===== src/rtl/drc_pkg.sv =====
package drc_pkg;

   // Packet layout
   localparam int unsigned MAX_PACKET  = 1500;
   localparam int unsigned OFFSET_W    = 11;
   localparam logic [OFFSET_W-1:0] HDR_LEN       = 11'd240;
   localparam logic [OFFSET_W-1:0] MAGIC_FIRST   = 11'd236;
   localparam logic [OFFSET_W-1:0] MAGIC_LAST    = 11'd239;
   localparam logic [OFFSET_W-1:0] XID_FIRST     = 11'd4;
   localparam logic [OFFSET_W-1:0] XID_LAST      = 11'd7;
   localparam logic [OFFSET_W-1:0] MAX_OFFSET    = OFFSET_W'(MAX_PACKET);
   localparam logic [31:0]         MAGIC_WORD    = 32'h6382_5363;
   localparam logic [7:0]          OP_REQUEST    = 8'd1;

   // Option codes and lengths
   localparam logic [7:0] OPT_PAD      = 8'd0;
   localparam logic [7:0] OPT_END      = 8'd255;
   localparam logic [7:0] OPT_TYPE     = 8'd53;
   localparam logic [7:0] OPT_REQ      = 8'd50;
   localparam logic [7:0] OPT_TYPE_LEN = 8'd1;
   localparam logic [7:0] OPT_REQ_LEN  = 8'd4;

   // Message types
   localparam logic [7:0] MSG_DISCOVER = 8'd1;
   localparam logic [7:0] MSG_REQUEST  = 8'd3;

   // Verdict codes
   localparam logic [1:0] VERDICT_IGNORE = 2'd0;
   localparam logic [1:0] VERDICT_OFFER  = 2'd1;
   localparam logic [1:0] VERDICT_ACK    = 2'd2;
   localparam logic [1:0] VERDICT_NAK    = 2'd3;

   // Queue between parser and verdict stage
   localparam int unsigned QUEUE_DEPTH = 2;
   localparam int unsigned QPTR_W      = (QUEUE_DEPTH > 1) ? $clog2(QUEUE_DEPTH) : 1;
   localparam int unsigned QCNT_W      = $clog2(QUEUE_DEPTH + 1);

   typedef enum logic [3:0] {
      PH_CODE = 4'b0001,
      PH_LEN  = 4'b0010,
      PH_VAL  = 4'b0100,
      PH_DONE = 4'b1000
   } drc_phase_type;

   typedef struct packed {
      logic [7:0] data_byte;
      logic       last_byte;
   } drc_req_type;

   typedef struct packed {
      logic [1:0]  verdict;
      logic [7:0]  message_type;
      logic [31:0] requested_addr;
      logic [31:0] transaction_id;
   } drc_rsp_type;

   // Per-packet summary handed from parser to verdict stage
   typedef struct packed {
      logic        header_ok;
      logic [7:0]  message_type;
      logic [31:0] requested_addr;
      logic [31:0] transaction_id;
   } drc_rec_type;

   typedef struct packed {
      logic full;
      logic empty;
   } drc_qstat_type;

endpackage


===== src/rtl/drc_front.sv =====
module drc_front
   import drc_pkg::*;
(
   input  logic        clock,
   input  logic        reset,
   input  logic        req_valid,
   output logic        req_stall,
   input  drc_req_type req_payload,
   input  logic        queue_full,
   output logic        push,
   output drc_rec_type push_rec
);

   logic [OFFSET_W-1:0] byte_offset_ff, byte_offset_in;
   drc_phase_type       phase_ff, phase_in;
   logic [7:0]          code_ff, code_in;
   logic [7:0]          left_ff, left_in;
   logic [31:0]         shift_ff, shift_in;
   logic [7:0]          type_ff, type_in;
   logic [31:0]         req_addr_ff, req_addr_in;
   logic [31:0]         xid_ff, xid_in;
   logic                hdr_good_ff, hdr_good_in;
   logic                accept;

   assign req_stall = queue_full;
   assign accept    = req_valid & ~queue_full;

   // Per-byte parse update
   always_comb begin
      logic [7:0]          b;
      logic [OFFSET_W-1:0] pos;
      b   = req_payload.data_byte;
      pos = byte_offset_ff;

      byte_offset_in = byte_offset_ff;
      phase_in       = phase_ff;
      code_in        = code_ff;
      left_in        = left_ff;
      shift_in       = shift_ff;
      type_in        = type_ff;
      req_addr_in    = req_addr_ff;
      xid_in         = xid_ff;
      hdr_good_in    = hdr_good_ff;

      if (accept && (pos < MAX_OFFSET)) begin
         if (pos == '0) begin
            if (b != OP_REQUEST) begin
               hdr_good_in = 1'b0;
            end
         end else if ((pos >= XID_FIRST) && (pos <= XID_LAST)) begin
            xid_in = {xid_ff[23:0], b};
         end else if ((pos >= MAGIC_FIRST) && (pos <= MAGIC_LAST)) begin
            shift_in = {shift_ff[23:0], b};
            if (pos == MAGIC_LAST) begin
               if (shift_in != MAGIC_WORD) begin
                  hdr_good_in = 1'b0;
               end
               shift_in = '0;
            end
         end else if (pos >= HDR_LEN) begin
            // Option walk: code, length, value
            case (phase_ff)
               PH_CODE: begin
                  if (b == OPT_END) begin
                     phase_in = PH_DONE;
                  end else if (b != OPT_PAD) begin
                     code_in  = b;
                     phase_in = PH_LEN;
                  end
               end
               PH_LEN: begin
                  // wrong length: drop the code so nothing is captured
                  if (((code_ff == OPT_TYPE) && (b != OPT_TYPE_LEN)) ||
                      ((code_ff == OPT_REQ) && (b != OPT_REQ_LEN))) begin
                     code_in = OPT_PAD;
                  end
                  left_in  = b;
                  shift_in = '0;
                  phase_in = (b == 8'd0) ? PH_CODE : PH_VAL;
               end
               PH_VAL: begin
                  shift_in = {shift_ff[23:0], b};
                  left_in  = left_ff - 8'd1;
                  if (left_in == 8'd0) begin
                     if (code_ff == OPT_TYPE) begin
                        type_in = shift_in[7:0];
                     end else if (code_ff == OPT_REQ) begin
                        req_addr_in = shift_in;
                     end
                     phase_in = PH_CODE;
                  end
               end
               default: begin
               end
            endcase
         end
         byte_offset_in = pos + 11'd1;
      end
   end

   // Summary of the finished packet
   assign push                    = accept & req_payload.last_byte;
   assign push_rec.header_ok      = (byte_offset_in >= HDR_LEN) & hdr_good_in;
   assign push_rec.message_type   = type_in;
   assign push_rec.requested_addr = req_addr_in;
   assign push_rec.transaction_id = xid_in;

   // Parse state; cleared after each packet
   always_ff @(posedge clock) begin
      if (reset || push) begin
         byte_offset_ff <= '0;
         phase_ff       <= PH_CODE;
         code_ff        <= '0;
         left_ff        <= '0;
         shift_ff       <= '0;
         type_ff        <= '0;
         req_addr_ff    <= '0;
         xid_ff         <= '0;
         hdr_good_ff    <= 1'b1;
      end else begin
         byte_offset_ff <= byte_offset_in;
         phase_ff       <= phase_in;
         code_ff        <= code_in;
         left_ff        <= left_in;
         shift_ff       <= shift_in;
         type_ff        <= type_in;
         req_addr_ff    <= req_addr_in;
         xid_ff         <= xid_in;
         hdr_good_ff    <= hdr_good_in;
      end
   end

endmodule


===== src/rtl/drc_queue.sv =====
module drc_queue
   import drc_pkg::*;
(
   input  logic          clock,
   input  logic          reset,
   input  logic          push,
   input  drc_rec_type   push_rec,
   input  logic          pop,
   output drc_rec_type   head_rec,
   output drc_qstat_type status
);

   drc_rec_type         entries_ff [QUEUE_DEPTH];
   logic [QPTR_W-1:0]   wr_ptr_ff, wr_ptr_in;
   logic [QPTR_W-1:0]   rd_ptr_ff, rd_ptr_in;
   logic [QCNT_W-1:0]   count_ff, count_in;
   logic                do_push, do_pop;

   assign status.full  = (count_ff == QCNT_W'(QUEUE_DEPTH));
   assign status.empty = (count_ff == '0);
   assign do_push      = push & ~status.full;
   assign do_pop       = pop & ~status.empty;
   assign head_rec     = entries_ff[rd_ptr_ff];

   // Pointer and fill tracking
   always_comb begin
      wr_ptr_in = wr_ptr_ff;
      rd_ptr_in = rd_ptr_ff;
      count_in  = count_ff;
      if (do_push) begin
         wr_ptr_in = (wr_ptr_ff == QPTR_W'(QUEUE_DEPTH - 1)) ? '0 : wr_ptr_ff + 1'b1;
      end
      if (do_pop) begin
         rd_ptr_in = (rd_ptr_ff == QPTR_W'(QUEUE_DEPTH - 1)) ? '0 : rd_ptr_ff + 1'b1;
      end
      case ({do_push, do_pop})
         2'b10:   count_in = count_ff + 1'b1;
         2'b01:   count_in = count_ff - 1'b1;
         default: count_in = count_ff;
      endcase
   end

   always_ff @(posedge clock) begin
      if (reset) begin
         wr_ptr_ff <= '0;
         rd_ptr_ff <= '0;
         count_ff  <= '0;
      end else begin
         wr_ptr_ff <= wr_ptr_in;
         rd_ptr_ff <= rd_ptr_in;
         count_ff  <= count_in;
      end
   end

   // Entry storage
   always_ff @(posedge clock) begin
      if (do_push) begin
         entries_ff[wr_ptr_ff] <= push_rec;
      end
   end

endmodule


===== src/rtl/drc_back.sv =====
module drc_back
   import drc_pkg::*;
(
   input  logic        clock,
   input  logic        reset,
   input  drc_rec_type head_rec,
   input  logic        queue_empty,
   output logic        pop,
   input  logic [31:0] offered_addr,
   output logic        rsp_valid,
   input  logic        rsp_stall,
   output drc_rsp_type rsp_payload
);

   logic        rsp_valid_ff, rsp_valid_in;
   drc_rsp_type rsp_ff, rsp_in;
   logic        load;

   // Output register takes a new transaction when empty or being drained
   assign load         = ~rsp_valid_ff | ~rsp_stall;
   assign pop          = load & ~queue_empty;
   assign rsp_valid_in = load ? ~queue_empty : rsp_valid_ff;

   // Verdict from the packet summary
   always_comb begin
      logic [1:0] v;
      v = VERDICT_IGNORE;
      if (head_rec.header_ok) begin
         if (head_rec.message_type == MSG_DISCOVER) begin
            v = VERDICT_OFFER;
         end else if (head_rec.message_type == MSG_REQUEST) begin
            v = VERDICT_ACK;
         end
      end
      if ((v != VERDICT_IGNORE) && (head_rec.requested_addr != '0) &&
          (head_rec.requested_addr != offered_addr)) begin
         v = VERDICT_NAK;
      end
      rsp_in.verdict        = v;
      rsp_in.message_type   = head_rec.message_type;
      rsp_in.requested_addr = head_rec.requested_addr;
      rsp_in.transaction_id = head_rec.transaction_id;
   end

   always_ff @(posedge clock) begin
      if (reset) begin
         rsp_valid_ff <= 1'b0;
      end else begin
         rsp_valid_ff <= rsp_valid_in;
      end
   end

   always_ff @(posedge clock) begin
      if (pop) begin
         rsp_ff <= rsp_in;
      end
   end

   assign rsp_valid   = rsp_valid_ff;
   assign rsp_payload = rsp_ff;

endmodule


===== src/rtl/dhcp_request_classifier.sv =====
// rsp_valid rises once the packet summary pushed with the last byte has passed
// through the queue and the output register.
// Throughput: one byte per cycle; the parser stalls only while the two-entry queue is full.
// Verdict stage retires one transaction per cycle via its output register unless stalled.
// Reset (synchronous, active high) clears the parse state, the queue, the output
// valid bit and offered_addr (to zero); there is no clearing pass.
module dhcp_request_classifier
   import drc_pkg::*;
(
   input  logic        clock,
   input  logic        reset,
   input  logic        req_valid,
   output logic        req_stall,
   input  drc_req_type req_payload,
   output logic        rsp_valid,
   input  logic        rsp_stall,
   output drc_rsp_type rsp_payload,
   input  logic        csr_wr_en,
   input  logic [31:0] csr_wr_data
);

   logic [31:0]   offered_addr_ff;
   logic          push, pop;
   drc_rec_type   push_rec, head_rec;
   drc_qstat_type qstat;

   // Configuration register
   always_ff @(posedge clock) begin
      if (reset) begin
         offered_addr_ff <= '0;
      end else if (csr_wr_en) begin
         offered_addr_ff <= csr_wr_data;
      end
   end

   drc_front u_front (
      .clock       (clock),
      .reset       (reset),
      .req_valid   (req_valid),
      .req_stall   (req_stall),
      .req_payload (req_payload),
      .queue_full  (qstat.full),
      .push        (push),
      .push_rec    (push_rec)
   );

   drc_queue u_queue (
      .clock    (clock),
      .reset    (reset),
      .push     (push),
      .push_rec (push_rec),
      .pop      (pop),
      .head_rec (head_rec),
      .status   (qstat)
   );

   drc_back u_back (
      .clock        (clock),
      .reset        (reset),
      .head_rec     (head_rec),
      .queue_empty  (qstat.empty),
      .pop          (pop),
      .offered_addr (offered_addr_ff),
      .rsp_valid    (rsp_valid),
      .rsp_stall    (rsp_stall),
      .rsp_payload  (rsp_payload)
   );

   // Offer or ack only for a discover or request message type
   a_verdict_type: assert property (@(posedge clock) disable iff (reset)
      (rsp_valid && (rsp_payload.verdict != VERDICT_IGNORE)) |->
      ((rsp_payload.message_type == MSG_DISCOVER) ||
       (rsp_payload.message_type == MSG_REQUEST)))
      else $error("verdict given for a non-classified message type");

   // A nak always carries a nonzero requested address
   a_nak_addr: assert property (@(posedge clock) disable iff (reset)
      (rsp_valid && (rsp_payload.verdict == VERDICT_NAK)) |->
      (rsp_payload.requested_addr != '0))
      else $error("nak without a requested address");

   // Queue cannot be full and empty at once
   a_queue_state: assert property (@(posedge clock) disable iff (reset)
      !(qstat.full && qstat.empty))
      else $error("queue reports full and empty");

   // Nothing is presented right after reset
   a_reset_out: assert property (@(posedge clock)
      reset |=> !rsp_valid)
      else $error("result valid after reset");

endmodule

===== config.mk =====
export PLATFORM = sky130hd
export DESIGN_NAME = dhcp_request_classifier
export DESIGN_NICKNAME = d
export VERILOG_FILES = /design/src/rtl/drc_pkg.sv /design/src/rtl/drc_front.sv /design/src/rtl/drc_queue.sv /design/src/rtl/drc_back.sv /design/src/rtl/dhcp_request_classifier.sv
export SDC_FILE = /design/constraint.sdc
export NUM_CORES = 1
export LEC_CHECK = 0
export ABC_AREA = 1
export BUFFER_PORTS_ARGS = -buffer_cell sky130_fd_sc_hd__buf_2
export CAP_MARGIN = 20
export CORE_AREA = 10 10 183 185
export DETAILED_ROUTE_END_ITERATION = 8
export DIE_AREA = 0 0 193 195
export GPL_TIMING_DRIVEN = 0
export PLACE_DENSITY = 0.85
export SKIP_LAST_GASP = 1
export SLEW_MARGIN = 40
export SYNTH_ARGS = -nofsm -noshare
export SYNTH_HDL_FRONTEND = slang
export SYNTH_SLANG_ARGS = --single-unit
export TNS_END_PERCENT = 20

===== constraint.sdc =====
create_clock -name clock -period 4.4 [get_ports clock]
set_input_delay 0.22 -clock clock [delete_from_list [all_inputs] [get_ports clock]]
set_output_delay 0.22 -clock clock [all_outputs]
set_load 0.01 [all_outputs]

# Word-level counts from Yosys, hierarchy flattened
# Memories as Yosys holds them, arrays and structs flattened. A register that Yosys moved wholly into a read port is not among the register bits.
# Index checks and enable logic that the tools add are counted.
# word_totals
ff_bits	239
mem_bits_rw	146
inputBits	46
out_inout_bits	76
mem_count	1
# mem_list
memory	depth	word_bits	rd	rd_ports_with_merged_regs	wr	line	text
u_queue.entries_ff	2	73	1	1	1	drc_queue.sv:13	drc_rec_type entries_ff [QUEUE_DEPTH];
# op_classes
n_addsub	6
magnitude_cmp	7
eq_ne	21
muxes	52
bitwise_logic	14
reduce_logical	26
# ops
op	n
$mux W32	12
$mux W8	11
$mux W24	3
$pmux W24 S2	1
$ge A11 B8 Y1 const B	3
$ne A32 B31 Y1 const B	1
$ne A32 B32 Y1	1
$pmux W8 S2	2
$reduce_bool A32 Y1	1
$eq A8 B6 Y1 const B	2
$logic_not A8 Y1	2
$mux W1	13
$mux W4	3
$pmux W4 S3	1
$add A11 B1 Y11 const B	1
$eq A11 B8 Y1 const B	1
$ge A11 B3 Y1 const B	1
$le A11 B3 Y1 const B	1
$le A11 B8 Y1 const B	1
$logic_not A11 Y1	1
$lt A11 B11 Y1 const B	1
$mux W11	1
$reduce_bool A2 Y1	5
$reduce_and A9 Y1	1
31 further kinds	56

# Longest topological paths before layout
# logic_depth
ltp_word	10
depth_mapped	14
depth_no_buf	13

# By module
# Synthesis repeated with hierarchy kept, for this count alone.
# unflattened
cells_unflattened	1823
hier_area_um2	17190.2
# modules_own_cells
mod	n_inst	cells_per_inst	area_each_um2	seq_area_each_um2
drc_front	1	1137	7078.0	2562.5
drc_queue	1	267	5865.6	4484.3
drc_back	1	216	2907.8	2242.2
dhcp_request_classifier	1	203	1338.8	640.6

# Worst setup path after synthesis
# OpenSTA, ideal clock, no wires.
# synth_timing
kind	reg2reg
startpoint	register u_queue.count_ff[0]
endpoint	memory u_queue.entries_ff[0][0] (netlist name), enable pin
arrival_time_ns	3.798
slack_ns	0.097
path_stages_with_launch	5
path_buffers	0
synth_period_minus_slack_ns	4.303
cell_sequence	dfxtp_1 -> nor2_2 -> nor2_8 -> nand2_2 -> nor2_1
# synth_between
elab_chain_cells	7
# synth_rtl
item	line	text
start, declared	drc_queue.sv:16	logic [QCNT_W-1:0] count_ff, count_in;
start signal, assigned	drc_queue.sv:51	count_ff <= count_in;
$eq A2 B2 Y1 (*)	drc_queue.sv:19	assign status.full = (count_ff == QCNT_W'(QUEUE_DEPTH));
net req_stall	dhcp_request_classifier.sv:13	output logic req_stall,
$not A1 Y1 (*)	drc_front.sv:26, drc_queue.sv:21	
$and A1 B1 Y1	drc_front.sv:26	assign accept = req_valid & ~queue_full;
$and A1 B1 Y1	drc_front.sv:102	assign push = accept & req_payload.last_byte;
$and A1 B1 Y1 (*)	drc_queue.sv:21	assign do_push = push & ~status.full;
$mux W1 (*)	drc_queue.sv:57	if (do_push) begin
$mux W1 (not written as such) (*)	drc_queue.sv:58	entries_ff[wr_ptr_ff] <= push_rec;
end, declared	drc_queue.sv:13	
# The timed path passes the listed nets; every way through them passes the cells marked *.

==> impl_metrics.ini <==
[run_status]
outcome = complete, but fails checks
violations = negative hold slack

[clocking]
postCtsSetupBuffers = 0
clk_path_buf_depth = 3
cts_tree = done
cts.sinks = 386
clk_pin_slew_ns = 0.07
h-tree-depth = 2
cts_resized = 0
root_buffer = clkbuf_16
clock_latency_ns = 0.53
cts_buffers = 38

[global_route]
grt_max_degree = 62
grt_pass1_wl_um = 63400
antenna_found_initial = 0
grtUsageTotal_pct = 20.6
gr-total-overflow = 0
grt_pass1_vias = 12500

[route]
wirelength_um = 39600
route.vias.total = 12800
dr.pass1.iters = 6
viasPerCell = 5.40
drc = 0
wl_per_cell_um = 16.7
postRouteAntennaNets = 0
drt-initial-drc-count = 1289

[sta]
fin_skew_ns = 0.0200
fmax_mhz = 404
slew_viol_final = 0
finalCritPeriodShare_pct = 56.3
relSlewSlack_pct = 57.5
period_needed_ns = 2.48
fin_hold_ws_ns = -0.00599
hold_viol_final = 1
worst_pin_slew_ns = 0.638
setup_slack_ns = 1.92
rsz0062_at_grt = no
setup_viol = 0

[yosys]
mappedNetlistArea_um2 = 16000
synth_cell_types = 39
synth-seq-cells = 386
ys_seq_area_share_pct = 62.2
ys_warn_count = 0
synth_cells = 1757
synth.avg_cell_area_um2 = 9.09
syn_nets = 1808

[floorplan]
rows = 64
core-area_um2 = 30000
initial_core_util_pct = 53.2
fp.dieW_um = 193
io_pins = 122
chipHeight_um = 195
die-area_um2 = 37600

[finish]
fin_cells = 2365
area_growth_pct = 17.4
n_fill_cell = 2179
final_cell_mix = 546 x nand2_1, 220 x edfxtp_1, 207 x inv_1
final_common_cell = nand2_1
utilization_pct = 62.5
drive_gt1_share_pct = 13.0
nNetsFinal = 1990
diodes = 0
design_area_um2 = 18800

[min_path]
worstHoldStart = csr_wr_data[22]
worstHoldPathCells = 3
hold_path.class = in2reg
hold_end = offered_addr_ff[22]

[setup_path]
crit_slowest_cell = clkbuf_1
startpoint_type = flop
critical_path.max_fanout = 10
required_ns = 4.69
r2r_end = u_back.rsp_payload[72]
crit_chain = inv_2 > clkbuf_1 > nand2_1 > nand2_1 > inv_1 > nand2_1 > nand4_1 > nor2_1 > nand2_1 > nor2_1 > nand2_1 > nand2_1 > nand2_1
reg2reg_depth = 13
critical_path.max_stage_delay_ns = 0.53
reg2reg_slack_ns = 1.92
cp-end-kind = flop
path_class = reg2reg
cpMostUsedCell = nand2_1
arrival_ns = 2.76

[placed_design]
post-dp-hpwl_um = 26700
io_buffers = 121
place_ws_ns = 2.01
place.gp.congestion = 0.892
post-place-cells = 2283
place_area_um2 = 17300

[power]
ir_drop_v = 0.000409
p_per_area_nw_per_um2 = 558
cellLeakagePower_nw = 8.18

[job]
cap_viol_max_count = 0
-- worst max path at each step --
stage / to / cells after the start / start
global placement: u_queue.entries_ff[0][58] / 4 / u_queue.count_ff[0]
CTS: u_back.rsp_payload[72] / 13 / flop
finish: u_back.rsp_payload[72] / 13 / flop
floorplan: u_queue.entries_ff[0][0] / 4 / u_queue.count_ff[0]
global route: u_back.rsp_payload[72] / 13 / flop
detailed placement: u_queue.entries_ff[1][32] / 13 / u_front.left_ff[0]
-- layout make-up --
| class | instances | area [um^2] | area share, % |
|---|---|---|---|
| Buffer | 70 | 357 | 1.90 |
| Clock buffer | 52 | 1090 | 5.79 |
| Clock inverter | 18 | 263 | 1.40 |
| Inverter | 216 | 817 | 4.35 |
| Multi-Input combinational cell | 1085 | 4890 | 26.1 |
| Sequential cell | 386 | 9930 | 52.9 |
| Tap cell | 396 | 495 | 2.64 |
| Timing Repair Buffer | 142 | 923 | 4.92 |
-- power breakdown --
part	switching, W	internal [W]	total (W)
Combinational	0.00167	0.000680	0.00235
Clock	0.00136	0.00210	0.00346
Sequential	0.000160	0.00451	0.00467
Total	0.00319	0.00729	0.0105
-- per-layer routing --
metal  vias up  share of wire [%]  global-route usage (%)  routed length, um
met3       130                9.0                    3.44               3560
li1       6052                  -                       -                  -
met4         0                3.6                    8.29               1440
met2       684                 49                    35.4              19500
met5         -                  0                       0                  0
met1      5903                 38                    25.1              15100
-- per-stage QoR --
step	power, W	TNS (ns)
4_1_cts	0.0105	0
6_report	0.0105	0
5_1_grt	0.0109	0
3_5_place_dp	0.00701	0
3_3_place_gp	0.00690	-223.70
2_1_floorplan	0.00608	0
-- synth_stat cells, drive strengths merged --
master / instances / area [um^2]
a21oi: 90 / 454
a31oi: 1 / 6.26
inv: 214 / 803
clkinv: 2 / 8.75
clkbuf: 27 / 101
dfxtp: 166 / 3320
edfxtp: 220 / 6610
nand3: 48 / 268
nor3b: 1 / 7.51
or2: 2 / 12.5
nand3b: 3 / 22.5
ha: 5 / 62.6
nor2: 179 / 738
nand4: 57 / 357
o211ai: 1 / 7.51
nand2: 551 / 2090
xor2: 23 / 201
o22ai: 1 / 6.26
nor4: 1 / 6.26
buf: 43 / 255
nor3: 10 / 72.6
o21ai: 112 / 564
-- timing repair --
item	4_1_cts	5_1_grt
hold buffers	12	0
endpoints found under the setup margin	0	0
hold endpoints to repair	13	0
-- worst max-delay path: cells and delay by family (launching register included) --
| family | cells | cell delay [ns] |
|---|---|---|
| buffers and inverters | 3 | 0.81 |
| flip-flops | 1 | 0.35 |
| AND/OR/NAND/NOR | 10 | 1.07 |
-- sequential cells by signal (all words and copies together) (netlist names), named ones only --
register and count:
u_back.rsp_payload 74, u_queue.entries_ff 146, u_queue.count_ff 2, u_front.type_ff 8, u_front.hdr_good_ff 1, u_front.req_addr_ff 32
u_queue.wr_ptr_ff 1, u_queue.rd_ptr_ff 1, u_front.byte_offset_ff 11, u_back.rsp_valid 1, offered_addr_ff 32, u_front.phase_ff 4
u_front.xid_ff 32, u_front.code_ff 8, u_front.shift_ff 24, u_front.left_ff 8
-- kinds of logic after synthesis --
group,Yosys count,synth area share [%]
AO/OA/AOI/OAI,205,6.50
XOR/XNOR,23,1.26
adder cells (fa/ha/maj),5,0.392
buffers and inverters,286,7.32
flip-flops,386,62.2
AND/OR/NAND/NOR,852,22.4
Note: power is estimated with default switching activity, not from simulation.
